**config.mk**
```make
export PLATFORM = sky130hd
export DESIGN_NAME = pointer_screen_seam_crossing
export DESIGN_NICKNAME = d
export VERILOG_FILES = /design/src/hw/rtl/pssc_pkg.sv /design/src/hw/rtl/pointer_screen_seam_crossing.sv /design/src/hw/rtl/pssc_slot.sv
export SDC_FILE = /design/constraint.sdc
export NUM_CORES = 2
export LEC_CHECK = 0
export BUFFER_PORTS_ARGS = -buffer_cell sky130_fd_sc_hd__buf_2
export CAP_MARGIN = 20
export CORE_ASPECT_RATIO = 0.7
export CORE_MARGIN = 1.5
export CORE_UTILIZATION = 52
export DETAILED_ROUTE_END_ITERATION = 8
export PLACE_DENSITY = 0.64
export SKIP_CTS_REPAIR_TIMING = 1
export SYNTH_ARGS = -nofsm -noshare
export SYNTH_HDL_FRONTEND = slang
export SYNTH_SLANG_ARGS = --single-unit
```
**constraint.sdc**
```tcl
create_clock -name clk -period 60.8 [get_ports clk]
set_clock_uncertainty 0.1 [all_clocks]
set_input_delay 6.08 -clock clk [delete_from_list [all_inputs] [get_ports clk]]
set_output_delay 6.08 -clock clk [all_outputs]
set_load 0.05 [all_outputs]
```
**src/hw/rtl/pssc_pkg.sv**
```systemverilog
`default_nettype none

package pssc_pkg;

  // Port widths fixed by the interface
  localparam int COORD_W   = 24;
  localparam int BOX_W     = 64;
  localparam int CFG_IDX_W = 3;
  localparam int COUNT_W   = 3;
  localparam int PIX_W     = 16;
  // Pixel coordinate plus size never leaves this width
  localparam int PIXE_W    = PIX_W + 2;
  localparam int BOX_REGS  = 4;

  localparam logic [CFG_IDX_W-1:0] REG_SCREEN_COUNT = 3'd0;
  localparam logic [CFG_IDX_W-1:0] REG_SCREEN_ZERO  = 3'd1;

  typedef logic signed [PIXE_W-1:0] pix_t;

  typedef struct packed {
    logic en;
    logic land;
    logic src;
    logic cov_x;
    logic cov_y;
    logic left_x;
    logic right_x;
    logic up_y;
    logic down_y;
  } slot_flags_t;

  function automatic pix_t box_x(input logic [BOX_W-1:0] b);
    box_x = {{(PIXE_W-PIX_W){b[63]}}, b[63:48]};
  endfunction

  function automatic pix_t box_y(input logic [BOX_W-1:0] b);
    box_y = {{(PIXE_W-PIX_W){b[47]}}, b[47:32]};
  endfunction

  function automatic pix_t box_x_end(input logic [BOX_W-1:0] b);
    box_x_end = box_x(b) + signed'({{(PIXE_W-PIX_W){1'b0}}, b[31:16]});
  endfunction

  function automatic pix_t box_y_end(input logic [BOX_W-1:0] b);
    box_y_end = box_y(b) + signed'({{(PIXE_W-PIX_W){1'b0}}, b[15:0]});
  endfunction

  function automatic logic box_enabled(input logic [BOX_W-1:0] b);
    box_enabled = (|b[31:16]) && (|b[15:0]);
  endfunction

endpackage

`default_nettype wire

```
**src/hw/rtl/pointer_screen_seam_crossing.sv**
```systemverilog
`default_nettype none

// Channel   Direction  Handshake            Payload
// in        sink       in_valid/in_ready    pointer_x, pointer_y, delta_x, delta_y
// out       source     out_valid/out_ready  crossed, new_x, new_y
// cfg       sink       cfg_write            cfg_index, cfg_data
//
// One request per cycle while out is not stalled; a result passes four register stages:
// sum, per-screen geometry, source and candidate selection, nearest-screen pick
// with output register.
// Reset clears the stage valid bits, the screen count and all screen boxes.
// A stall on out holds every full stage while empty ones keep filling; in_ready
// drops only when all stages are full.
module pointer_screen_seam_crossing #(
  parameter int MAX_SCREENS = 4,
  parameter int FRAC_BITS   = 8
) (
  input  wire logic                                  clk,
  input  wire logic                                  rst,
  input  wire logic                                  cfg_write,
  input  wire logic [pssc_pkg::CFG_IDX_W-1:0]        cfg_index,
  input  wire logic [pssc_pkg::BOX_W-1:0]            cfg_data,
  input  wire logic                                  in_valid,
  output logic                                       in_ready,
  input  wire logic signed [pssc_pkg::COORD_W-1:0]   pointer_x,
  input  wire logic signed [pssc_pkg::COORD_W-1:0]   pointer_y,
  input  wire logic signed [pssc_pkg::COORD_W-1:0]   delta_x,
  input  wire logic signed [pssc_pkg::COORD_W-1:0]   delta_y,
  output logic                                       out_valid,
  input  wire logic                                  out_ready,
  output logic                                       crossed,
  output logic signed [pssc_pkg::COORD_W-1:0]        new_x,
  output logic signed [pssc_pkg::COORD_W-1:0]        new_y
);
  import pssc_pkg::*;

  localparam int NSLOT = (MAX_SCREENS < BOX_REGS) ? MAX_SCREENS : BOX_REGS;
  localparam int CW    = (FRAC_BITS + 19 > 26) ? FRAC_BITS + 19 : 26;

  // Configuration
  logic [COUNT_W-1:0] screen_count;
  logic [BOX_W-1:0]   box [NSLOT];

  always_ff @(posedge clk) begin
    if (rst) begin
      screen_count <= '0;
      for (int i = 0; i < NSLOT; i++) begin
        box[i] <= '0;
      end
    end else if (cfg_write) begin
      if (cfg_index == REG_SCREEN_COUNT) begin
        screen_count <= cfg_data[COUNT_W-1:0];
      end
      for (int i = 0; i < NSLOT; i++) begin
        if (cfg_index == REG_SCREEN_ZERO + CFG_IDX_W'(i)) begin
          box[i] <= cfg_data;
        end
      end
    end
  end

  // Stage enables
  logic s1_valid, s2_valid, s3_valid;
  logic en1, en2, en3, en4;

  assign en4      = !out_valid || out_ready;
  assign en3      = !s3_valid || en4;
  assign en2      = !s2_valid || en3;
  assign en1      = !s1_valid || en2;
  assign in_ready = en1;

  // Stage 1: moved point
  logic signed [CW-1:0] px_in, py_in, dx_in, dy_in;
  logic signed [CW-1:0] s1_px, s1_py, s1_nx, s1_ny;

  assign px_in = {{(CW-COORD_W){pointer_x[COORD_W-1]}}, pointer_x};
  assign py_in = {{(CW-COORD_W){pointer_y[COORD_W-1]}}, pointer_y};
  assign dx_in = {{(CW-COORD_W){delta_x[COORD_W-1]}}, delta_x};
  assign dy_in = {{(CW-COORD_W){delta_y[COORD_W-1]}}, delta_y};

  always_ff @(posedge clk) begin
    if (rst) begin
      s1_valid <= 1'b0;
    end else if (en1) begin
      s1_valid <= in_valid;
    end
  end

  always_ff @(posedge clk) begin
    if (en1 && in_valid) begin
      s1_px <= px_in;
      s1_py <= py_in;
      s1_nx <= px_in + dx_in;
      s1_ny <= py_in + dy_in;
    end
  end

  // Stage 2: per-screen geometry
  slot_flags_t                 flags_c [NSLOT];
  logic [CW-1:0]               gx_c [NSLOT];
  logic [CW-1:0]               gy_c [NSLOT];
  logic signed [COORD_W-1:0]   cx_c [NSLOT];
  logic signed [COORD_W-1:0]   cy_c [NSLOT];

  for (genvar i = 0; i < NSLOT; i++) begin : g_slot
    pssc_slot #(
      .FRAC_BITS(FRAC_BITS),
      .CW(CW)
    ) u_slot (
      .box(box[i]),
      .active(screen_count > COUNT_W'(i)),
      .px(s1_px),
      .py(s1_py),
      .nx(s1_nx),
      .ny(s1_ny),
      .flags(flags_c[i]),
      .gap_x(gx_c[i]),
      .gap_y(gy_c[i]),
      .clamp_x(cx_c[i]),
      .clamp_y(cy_c[i])
    );
  end

  slot_flags_t                 s2_flags [NSLOT];
  logic [CW-1:0]               s2_gx [NSLOT];
  logic [CW-1:0]               s2_gy [NSLOT];
  logic signed [COORD_W-1:0]   s2_cx [NSLOT];
  logic signed [COORD_W-1:0]   s2_cy [NSLOT];

  always_ff @(posedge clk) begin
    if (rst) begin
      s2_valid <= 1'b0;
    end else if (en2) begin
      s2_valid <= s1_valid;
    end
  end

  always_ff @(posedge clk) begin
    if (en2 && s1_valid) begin
      for (int i = 0; i < NSLOT; i++) begin
        s2_flags[i] <= flags_c[i];
        s2_gx[i]    <= gx_c[i];
        s2_gy[i]    <= gy_c[i];
        s2_cx[i]    <= cx_c[i];
        s2_cy[i]    <= cy_c[i];
      end
    end
  end

  // Stage 3: source screen and candidates beyond the exited edge
  logic [NSLOT-1:0] from_oh, cand_x, cand_y;
  logic [NSLOT-1:0] s3_cand_x, s3_cand_y;
  logic [CW-1:0]    s3_gx [NSLOT];
  logic [CW-1:0]    s3_gy [NSLOT];
  logic signed [COORD_W-1:0] s3_cx [NSLOT];
  logic signed [COORD_W-1:0] s3_cy [NSLOT];

  always_comb begin
    logic found, landed, go, side_x, side_y;
    found   = 1'b0;
    landed  = 1'b0;
    from_oh = '0;
    for (int j = 0; j < NSLOT; j++) begin
      landed = landed | s2_flags[j].land;
      if (s2_flags[j].src && !found) begin
        found      = 1'b1;
        from_oh[j] = 1'b1;
      end
    end
    go = found && !landed;
    for (int i = 0; i < NSLOT; i++) begin
      side_x = 1'b0;
      side_y = 1'b0;
      for (int j = 0; j < NSLOT; j++) begin
        if (from_oh[j]) begin
          if (s2_flags[j].right_x) begin
            side_x = box_x(box[i]) >= box_x_end(box[j]);
          end else begin
            side_x = s2_flags[j].left_x && (box_x_end(box[i]) <= box_x(box[j]));
          end
          if (s2_flags[j].down_y) begin
            side_y = box_y(box[i]) >= box_y_end(box[j]);
          end else begin
            side_y = s2_flags[j].up_y && (box_y_end(box[i]) <= box_y(box[j]));
          end
        end
      end
      cand_x[i] = go && !from_oh[i] && s2_flags[i].en && s2_flags[i].cov_x && side_x;
      cand_y[i] = go && !from_oh[i] && s2_flags[i].en && s2_flags[i].cov_y && side_y;
    end
  end

  always_ff @(posedge clk) begin
    if (rst) begin
      s3_valid <= 1'b0;
    end else if (en3) begin
      s3_valid <= s2_valid;
    end
  end

  always_ff @(posedge clk) begin
    if (en3 && s2_valid) begin
      s3_cand_x <= cand_x;
      s3_cand_y <= cand_y;
      for (int i = 0; i < NSLOT; i++) begin
        s3_gx[i] <= s2_gx[i];
        s3_gy[i] <= s2_gy[i];
        s3_cx[i] <= s2_cx[i];
        s3_cy[i] <= s2_cy[i];
      end
    end
  end

  // Stage 4: nearest candidate, lower index on a tie; vertical search only as fallback
  logic                       sel_hit;
  logic signed [COORD_W-1:0]  sel_x, sel_y;

  always_comb begin
    logic          hit_x, hit_y;
    logic [CW-1:0] best_x, best_y;
    logic [NSLOT-1:0] pick_x, pick_y, pick;
    hit_x  = 1'b0;
    hit_y  = 1'b0;
    best_x = '0;
    best_y = '0;
    pick_x = '0;
    pick_y = '0;
    for (int i = 0; i < NSLOT; i++) begin
      if (s3_cand_x[i] && (!hit_x || (s3_gy[i] < best_x))) begin
        hit_x     = 1'b1;
        best_x    = s3_gy[i];
        pick_x    = '0;
        pick_x[i] = 1'b1;
      end
      if (s3_cand_y[i] && (!hit_y || (s3_gx[i] < best_y))) begin
        hit_y     = 1'b1;
        best_y    = s3_gx[i];
        pick_y    = '0;
        pick_y[i] = 1'b1;
      end
    end
    pick    = hit_x ? pick_x : pick_y;
    sel_hit = hit_x || hit_y;
    sel_x   = '0;
    sel_y   = '0;
    for (int i = 0; i < NSLOT; i++) begin
      if (pick[i]) begin
        sel_x = s3_cx[i];
        sel_y = s3_cy[i];
      end
    end
  end

  always_ff @(posedge clk) begin
    if (rst) begin
      out_valid <= 1'b0;
    end else if (en4) begin
      out_valid <= s3_valid;
    end
  end

  always_ff @(posedge clk) begin
    if (en4 && s3_valid) begin
      crossed <= sel_hit;
      new_x   <= sel_x;
      new_y   <= sel_y;
    end
  end

endmodule

`default_nettype wire

```
**src/hw/rtl/pssc_slot.sv**
```systemverilog
`default_nettype none

// Geometry of one screen against the start and the moved point.
module pssc_slot #(
  parameter int FRAC_BITS = 8,
  parameter int CW        = 27
) (
  input  wire logic [pssc_pkg::BOX_W-1:0]          box,
  input  wire logic                                active,
  input  wire logic signed [CW-1:0]                px,
  input  wire logic signed [CW-1:0]                py,
  input  wire logic signed [CW-1:0]                nx,
  input  wire logic signed [CW-1:0]                ny,
  output pssc_pkg::slot_flags_t                    flags,
  output logic [CW-1:0]                            gap_x,
  output logic [CW-1:0]                            gap_y,
  output logic signed [pssc_pkg::COORD_W-1:0]      clamp_x,
  output logic signed [pssc_pkg::COORD_W-1:0]      clamp_y
);
  import pssc_pkg::*;

  localparam logic signed [CW-1:0] SAT_MAX = CW'(2 ** (COORD_W - 1) - 1);
  localparam logic signed [CW-1:0] SAT_MIN = ~SAT_MAX;

  pix_t bx, by, bx_end, by_end, bx_last, by_last;
  logic signed [CW-1:0] lo_x, end_x, last_x, lo_y, end_y, last_y;
  logic signed [CW-1:0] diff_x, diff_y, cx, cy;
  logic en, below_x, above_x, below_y, above_y;

  assign bx      = box_x(box);
  assign by      = box_y(box);
  assign bx_end  = box_x_end(box);
  assign by_end  = box_y_end(box);
  assign bx_last = bx_end - pix_t'(1);
  assign by_last = by_end - pix_t'(1);

  assign lo_x   = {{(CW-PIXE_W){bx[PIXE_W-1]}}, bx} <<< FRAC_BITS;
  assign end_x  = {{(CW-PIXE_W){bx_end[PIXE_W-1]}}, bx_end} <<< FRAC_BITS;
  assign last_x = {{(CW-PIXE_W){bx_last[PIXE_W-1]}}, bx_last} <<< FRAC_BITS;
  assign lo_y   = {{(CW-PIXE_W){by[PIXE_W-1]}}, by} <<< FRAC_BITS;
  assign end_y  = {{(CW-PIXE_W){by_end[PIXE_W-1]}}, by_end} <<< FRAC_BITS;
  assign last_y = {{(CW-PIXE_W){by_last[PIXE_W-1]}}, by_last} <<< FRAC_BITS;

  assign en = active && box_enabled(box);

  assign below_x = nx < lo_x;
  assign above_x = nx > last_x;
  assign below_y = ny < lo_y;
  assign above_y = ny > last_y;

  always_comb begin
    flags.en      = en;
    flags.cov_x   = !below_x && (nx < end_x);
    flags.cov_y   = !below_y && (ny < end_y);
    flags.left_x  = below_x;
    flags.right_x = nx >= end_x;
    flags.up_y    = below_y;
    flags.down_y  = ny >= end_y;
    flags.land    = en && flags.cov_x && flags.cov_y;
    flags.src     = en && (px >= lo_x) && (px < end_x) && (py >= lo_y) && (py < end_y);
  end

  // Distance to the nearest covered pixel row or column, zero when inside
  always_comb begin
    if (below_x) begin
      diff_x = lo_x - nx;
    end else if (above_x) begin
      diff_x = nx - last_x;
    end else begin
      diff_x = '0;
    end
    if (below_y) begin
      diff_y = lo_y - ny;
    end else if (above_y) begin
      diff_y = ny - last_y;
    end else begin
      diff_y = '0;
    end
  end

  assign gap_x = diff_x;
  assign gap_y = diff_y;

  always_comb begin
    cx = below_x ? lo_x : (above_x ? last_x : nx);
    cy = below_y ? lo_y : (above_y ? last_y : ny);
    if (cx < SAT_MIN) begin
      cx = SAT_MIN;
    end else if (cx > SAT_MAX) begin
      cx = SAT_MAX;
    end
    if (cy < SAT_MIN) begin
      cy = SAT_MIN;
    end else if (cy > SAT_MAX) begin
      cy = SAT_MAX;
    end
  end

  assign clamp_x = cx[COORD_W-1:0];
  assign clamp_y = cy[COORD_W-1:0];

endmodule

`default_nettype wire

```
======== Word level (Yosys, flattened, before mapping) ========
Memories as Yosys holds them, arrays and structs flattened.
Index checks and enable logic that the tools add are counted.
word-level totals
  flip-flop bits (word level) ............. 166
  memories ................................ 10
  RAM bits ................................ 1108
  input bits .............................. 168
memory list
  name         words  bits a word  read ports  clocked after Yosys merged registers in  write ports  RTL line                             RTL
  box          4      64           4           0                                        4            pointer_screen_seam_crossing.sv:42   logic [BOX_W-1:0] box [NSLOT];
  s2_gx        4      27           4           0                                        4            pointer_screen_seam_crossing.sv:125  logic [CW-1:0] s2_gx [NSLOT];
  s2_gy        4      27           4           0                                        4            pointer_screen_seam_crossing.sv:126  logic [CW-1:0] s2_gy [NSLOT];
  s3_gx        4      27           4           0                                        4            pointer_screen_seam_crossing.sv:153  logic [CW-1:0] s3_gx [NSLOT];
  s3_gy        4      27           4           0                                        4            pointer_screen_seam_crossing.sv:154  logic [CW-1:0] s3_gy [NSLOT];
  s2_cx        4      24           4           0                                        4            pointer_screen_seam_crossing.sv:127  logic signed [COORD_W-1:0] s2_cx [NSLOT];
  +4 memories  --     --           --          --                                       --           --
operators by class
  reduce and logical (&&, ||, !) cells .... 156
  order comparisons ....................... 138
  multiplexer cells ....................... 176
  equality and inequality tests ........... 4
  bitwise gates (word level) .............. 7
  $add $sub $neg .......................... 34
operators by type and width
  cell                                                                               number
  27-bit two-way mux                                                                 38
  16-bit by 18-bit greater-or-equal comparator with 1-bit output                     32
  18-bit by 16-bit <= comparator with 1-bit output                                   32
  24-bit two-way mux                                                                 24
  64-bit two-way mux                                                                 4
  27-bit by 26-bit greater-or-equal comparator with 1-bit output                     8
  27-bit by 24-bit greater-than comparator with 1-bit output, second input constant  8
  27-bit by 26-bit greater-than comparator with 1-bit output                         8
  27-bit by 24-bit < comparator with 1-bit output                                    8
  27-bit by 24-bit < comparator with 1-bit output, second input constant             8
  27-bit by 26-bit < comparator with 1-bit output                                    8
  24-bit by 27-bit subtractor with 27-bit output                                     8
  27-bit by 26-bit subtractor with 27-bit output                                     8
  24-bit by 26-bit < comparator with 1-bit output                                    8
  24-bit greater-or-equal comparator                                                 8
  27-bit < comparator                                                                6
  16-bit by 17-bit adder with 18-bit output                                          8
  18-bit by 2-bit subtractor with 18-bit output, second input constant               8
  16-bit OR reduction                                                                8
  1-bit logical AND                                                                  110
  1-bit two-way mux                                                                  103
  24-bit by 24-bit adder with 25-bit output                                          2
  4-bit two-way mux                                                                  7
  1-bit logical NOT                                                                  25
  other kinds (9)                                                                    28

======== Depth between registers and ports, before layout ========
An unclocked memory read counts as a cell.
  word-level depth ........................ 19
  gate-level depth with buffers ........... 41
  depth with buffers taken out ............ 34

======== Cells and area by module ========
A second synthesis with hierarchy kept.
unflattened totals
  cell total of the unflattened synthesis .. 11461
  area, all modules ....................... 109779.0 µm²
by module, submodules not included
  module                            cells each  seq. area each (µm²)  area each (µm²)  instances
  pointer_screen_seam_crossing      4958        38066.5               65474.0          1
  pssc_slot (g_slot[0].u_slot ...)  1657        0.0                   11194.5          2
  pssc_slot (g_slot[3].u_slot)      1602        0.0                   10994.3          1
  pssc_slot (g_slot[2].u_slot)      1587        0.0                   10921.7          1

======== Worst setup path after synthesis ========
Ideal clock, no wire load.
  kind .................................... in2reg
  start point ............................. in out_ready
  end point ............................... reg s3_cand_x[0], enable pin
  data arrival time ....................... 36.041 ns
  stages .................................. 2
  path slack .............................. 22.826 ns
  path buffers ............................ 0
  required time ........................... 58.867 ns
  cell sequence ........................... nor2b_1 > a21boi_0
between the ends
  longest elaborated chain between the ends .. 3
RTL lines
  what                  RTL line                             RTL
  from (decl)           pointer_screen_seam_crossing.sv:30   input wire logic out_ready,
  1-bit logical OR      pointer_screen_seam_crossing.sv:66   assign en4 = !out_valid || out_ready;
  1-bit logical OR      pointer_screen_seam_crossing.sv:67   assign en3 = !s3_valid || en4;
  1-bit logical AND     pointer_screen_seam_crossing.sv:202  if (en3 && s2_valid) begin
  to (signal assigned)  pointer_screen_seam_crossing.sv:203  s3_cand_x <= cand_x;
  to (decl)             pointer_screen_seam_crossing.sv:152  logic [NSLOT-1:0] s3_cand_x, s3_cand_y;
Every way passes these cells.
A chain may end at the register's enable or synchronous reset.

======== Final worst setup path ========
  start point ............................. in out_ready
  end point ............................... out in_ready
between the ends
  longest elaborated chain between the ends .. 4
RTL lines
  what              RTL line                            RTL
  1-bit logical OR  pointer_screen_seam_crossing.sv:66
  1-bit logical OR  pointer_screen_seam_crossing.sv:67
  1-bit logical OR  pointer_screen_seam_crossing.sv:68  assign en2 = !s2_valid || en3;
  1-bit logical OR  pointer_screen_seam_crossing.sv:69  assign en1 = !s1_valid || en2;
  to (decl)         pointer_screen_seam_crossing.sv:24  output logic in_ready,
Every way passes these cells.

==> impl_metrics.csv <==
group,metric,value,unit
outcome,outcome,"finished clean",
pwr,powerDensity,35.7,mW/mm^2
synthesis,synth_edf_count,1263,
place,post-dp-hpwl,337000,um
finish,syn_to_final_growth,9.92,%
synthesis,synth_mux_area_share,0.434,%
finish,fin_area,0.108,sq mm
worst_setup_path,r2r-start,"s3_cand_x[0]",
global_routing,grt_pass1_vias,77800,
detailed_routing,viasPerCell,6.87,
timing,slew_headroom,11.1,%
global_routing,grt_use_total,43.5,%
synthesis,ys_ff_latch,1270,
timing,fin_crit,13.53,ns
timing,final_max_slew_viol_count,0,
synthesis,yosys.area.top_type_share,38.6,%
floorplan,die_w,523,um
synthesis,yosysSeqAreaShare,38.7,%
worst_setup_path,critPathArrivalTime,7.35,ns
worst_hold_path,hold_depth,0,
finish,layout_commonest_cell,"ha_1",
cts,cts_sinks,1270,
finish,mostFrequentLayoutCells,"1561 x ha_1, 1263 x edfxtp_1, 667 x a21oi_1",
worst_setup_path,required,54.62,ns
job,maxCapViolations,0,
detailed_routing,wl,430000,um
synthesis,yosysWarnings,0,
pwr,pwr-share-comb,50.1,%
synthesis,async_flop_share,0,%
global_routing,grt_max_degree,154,
place,place.gp.congestion,1.06,
timing,fin_setup_tns,0,ns
global_routing,grt_pass1_wl,584000,um
pwr,p_sw,1720,uW
cts,h-tree-depth,3,
synthesis,synthSimpleGateAreaFrac,13.7,%
synthesis,syn_area_per_cell,10.2,sq um
worst_setup_path,reg2reg_slack,50.35,ns
pwr,clkPwrFrac,20.0,%
detailed_routing,vias,86800,
pwr,p_int,2140,uW
floorplan,rows,133,
detailed_routing,dr.pass1.iters,7,
cts,cts.path.max_buffers,3,
worst_setup_path,start_kind,"input port",
pwr,switching_share,44.5,%
cts,clk_pin_slew_worst_paths,0.06,ns
finish,multiInputGateArea,0.0574,sq mm
floorplan,io_pins,219,
detailed_routing,drc_errors,0,
worst_setup_path,end_kind,"output pin",
synthesis,synth_top_family_by_area,"adder cells",
pwr,power,3860,uW
pwr,power.leakage,0.0461,uW
timing,post-route-period-util,22.3,%
worst_setup_path,crit_fanout,5,
synthesis,netlist_area,0.0983,sq mm
worst_setup_path,rr_endpoint,"new_x[19]",
synthesis,synthAdderAreaFrac,20.2,%
synthesis,syn_inst,9638,
worst_hold_path,min_to,"s3_cx[2][20]",
place,io_buffers,218,
synthesis,dominantRegCellSynth,"edfxtp_1",
synthesis,synth_top_cells_by_area,"edfxtp_1 39%, ha_1 20%, a21o_1 3.7%",
cts,root_buffer,"clkbuf_16",
global_routing,antenna_found_initial,54,
worst_hold_path,hold_class,"reg2reg",
timing,hold_viol,0,
worst_setup_path,critPathKind,"in2out",
timing,tightest_slew,1.33,ns
timing,max_freq,0.0739,GHz
finish,fillers,16000,
worst_setup_path,rr_worst_depth,36,
cts,numCtsBuffers,117,
global_routing,gr-total-overflow,0,
finish,fin_util,57.5,%
synthesis,syn_nets,11400,
synthesis,synth_area_leader_cell,"edfxtp_1",
timing,finalSetupViolCount,0,
synthesis,synth-xor-area-share,4.39,%
worst_hold_path,hold_start,"s2_cx[2][20]",
pwr,seqPwrFrac,29.9,%
detailed_routing,drtIter0Drc,14500,
timing,rsz0062_at_grt,"false",
floorplan,core,0.188,sq mm
place,place_area,0.104,sq mm
floorplan,die_y,367,um
finish,drive_gt1_share,8.48,%
cts,cts_tree,"yes",
synthesis,synth_compound_area_share,19.4,%
synthesis,synth_cell_type_count,111,
detailed_routing,avgRoutedWirePerCell,34.0,um
cts,clkLatencyLatePin,0.82,ns
floorplan,start_util,52.3,%
pwr,ir_worst_vdd,32.5,uV
detailed_routing,ant_nets,0,
finish,regArea,0.0381,sq mm
floorplan,die_area,0.192,sq mm
finish,final_net_count,11800,
## state kept, by name (all words and copies together), names as in the netlist, 96 cells and up
register  count
box         256
s2_gx       108
s2_gy       108
s3_gx       108
s3_gy       108
s2_cx        96
s2_cy        96
s3_cx        96
s3_cy        96
## synth_stat cells, drive strengths merged, types with 31 or more instances
library cell	instances
nand4	214
a2111oi	32
nor4	90
a221o	60
o21ai	582
o22ai	85
a211oi	106
or2	35
buf	32
o211ai	69
and3	68
nor2b	142
o21bai	55
clkbuf	211
inv	555
xnor2	330
ha	1561
o21a	156
and4	39
nor3	146
nand2b	107
a31oi	78
a31o	31
nand2	565
a211o	33
nor2	477
xor2	163
edfxtp	1263
nand3	262
and2	295
a21o	485
or3	51
a221oi	82
a21oi	671
o31ai	51
a21boi	41
a22o	70
## worst max-delay path: stages
cell     delay [ns]
buf_2          0.10
nor2b_1        0.44
and3_1         0.40
nand2_1        0.12
buf_2          0.22
## per-layer routing
layer	share of wire (%)	global-route usage, %	up-vias
li1	-	-	37600
met1	43	65.3	42100
met2	36	54.5	6237
met3	17	18.7	846
met4	3.7	13.9	42
met5	0.097	0.651	-
## power by group through the flow
stage | logic, uW | clock network, uW | registers (uW)
2_1_floorplan | 1110 | 0 | 1170
3_3_place_gp | 1780 | 0 | 1160
3_5_place_dp | 1820 | 0 | 1170
4_1_cts | 1820 | 775 | 1150
5_1_grt | 2020 | 806 | 1150
6_report | 1930 | 772 | 1150
## cells by family after synthesis
logic type      after synthesis
compound gates             2863
mux                          41
xor+xnor                    493
buf+inv                     806
simple gates               2586
fa+ha+maj                  1579
flops                      1270
## area by class of cell
cell class | instances | area share [%]
Inverter | 563 | 1.96
Clock inverter | 75 | 0.846
Clock buffer | 140 | 2.81
Multi-Input combinational cell | 7562 | 53.2
Sequential cell | 1270 | 35.2
Tap cell | 2497 | 2.89
Antenna cell | 21 | 0.0487
Timing Repair Buffer | 504 | 3.04
## metrics by stage
stage / hold slack [ns] / cells / setup WS (ns)
after global placement: 0.300 / 12400 / 47.30
after detailed placement: 0.305 / 12400 / 47.28
after CTS: 0.294 / 12600 / 47.29
final: 0.296 / 12600 / 47.27
after global routing: 0.306 / 12600 / 47.23
after floorplan: 0.300 / 9638 / 22.83
## how the worst max path moves through the flow
stage / start / slack (ns) / cells past startpoint / endpoint
after floorplan: out_ready / 22.83 / 2 / s3_cand_x[0]
after detailed placement: out_ready / 47.28 / 5 / in_ready
after global routing: out_ready / 47.23 / 5 / in_ready
final: out_ready / 47.27 / 5 / in_ready
after global placement: out_ready / 47.30 / 5 / in_ready
after CTS: out_ready / 47.29 / 5 / in_ready
Power figures use the tool's default switching activity.
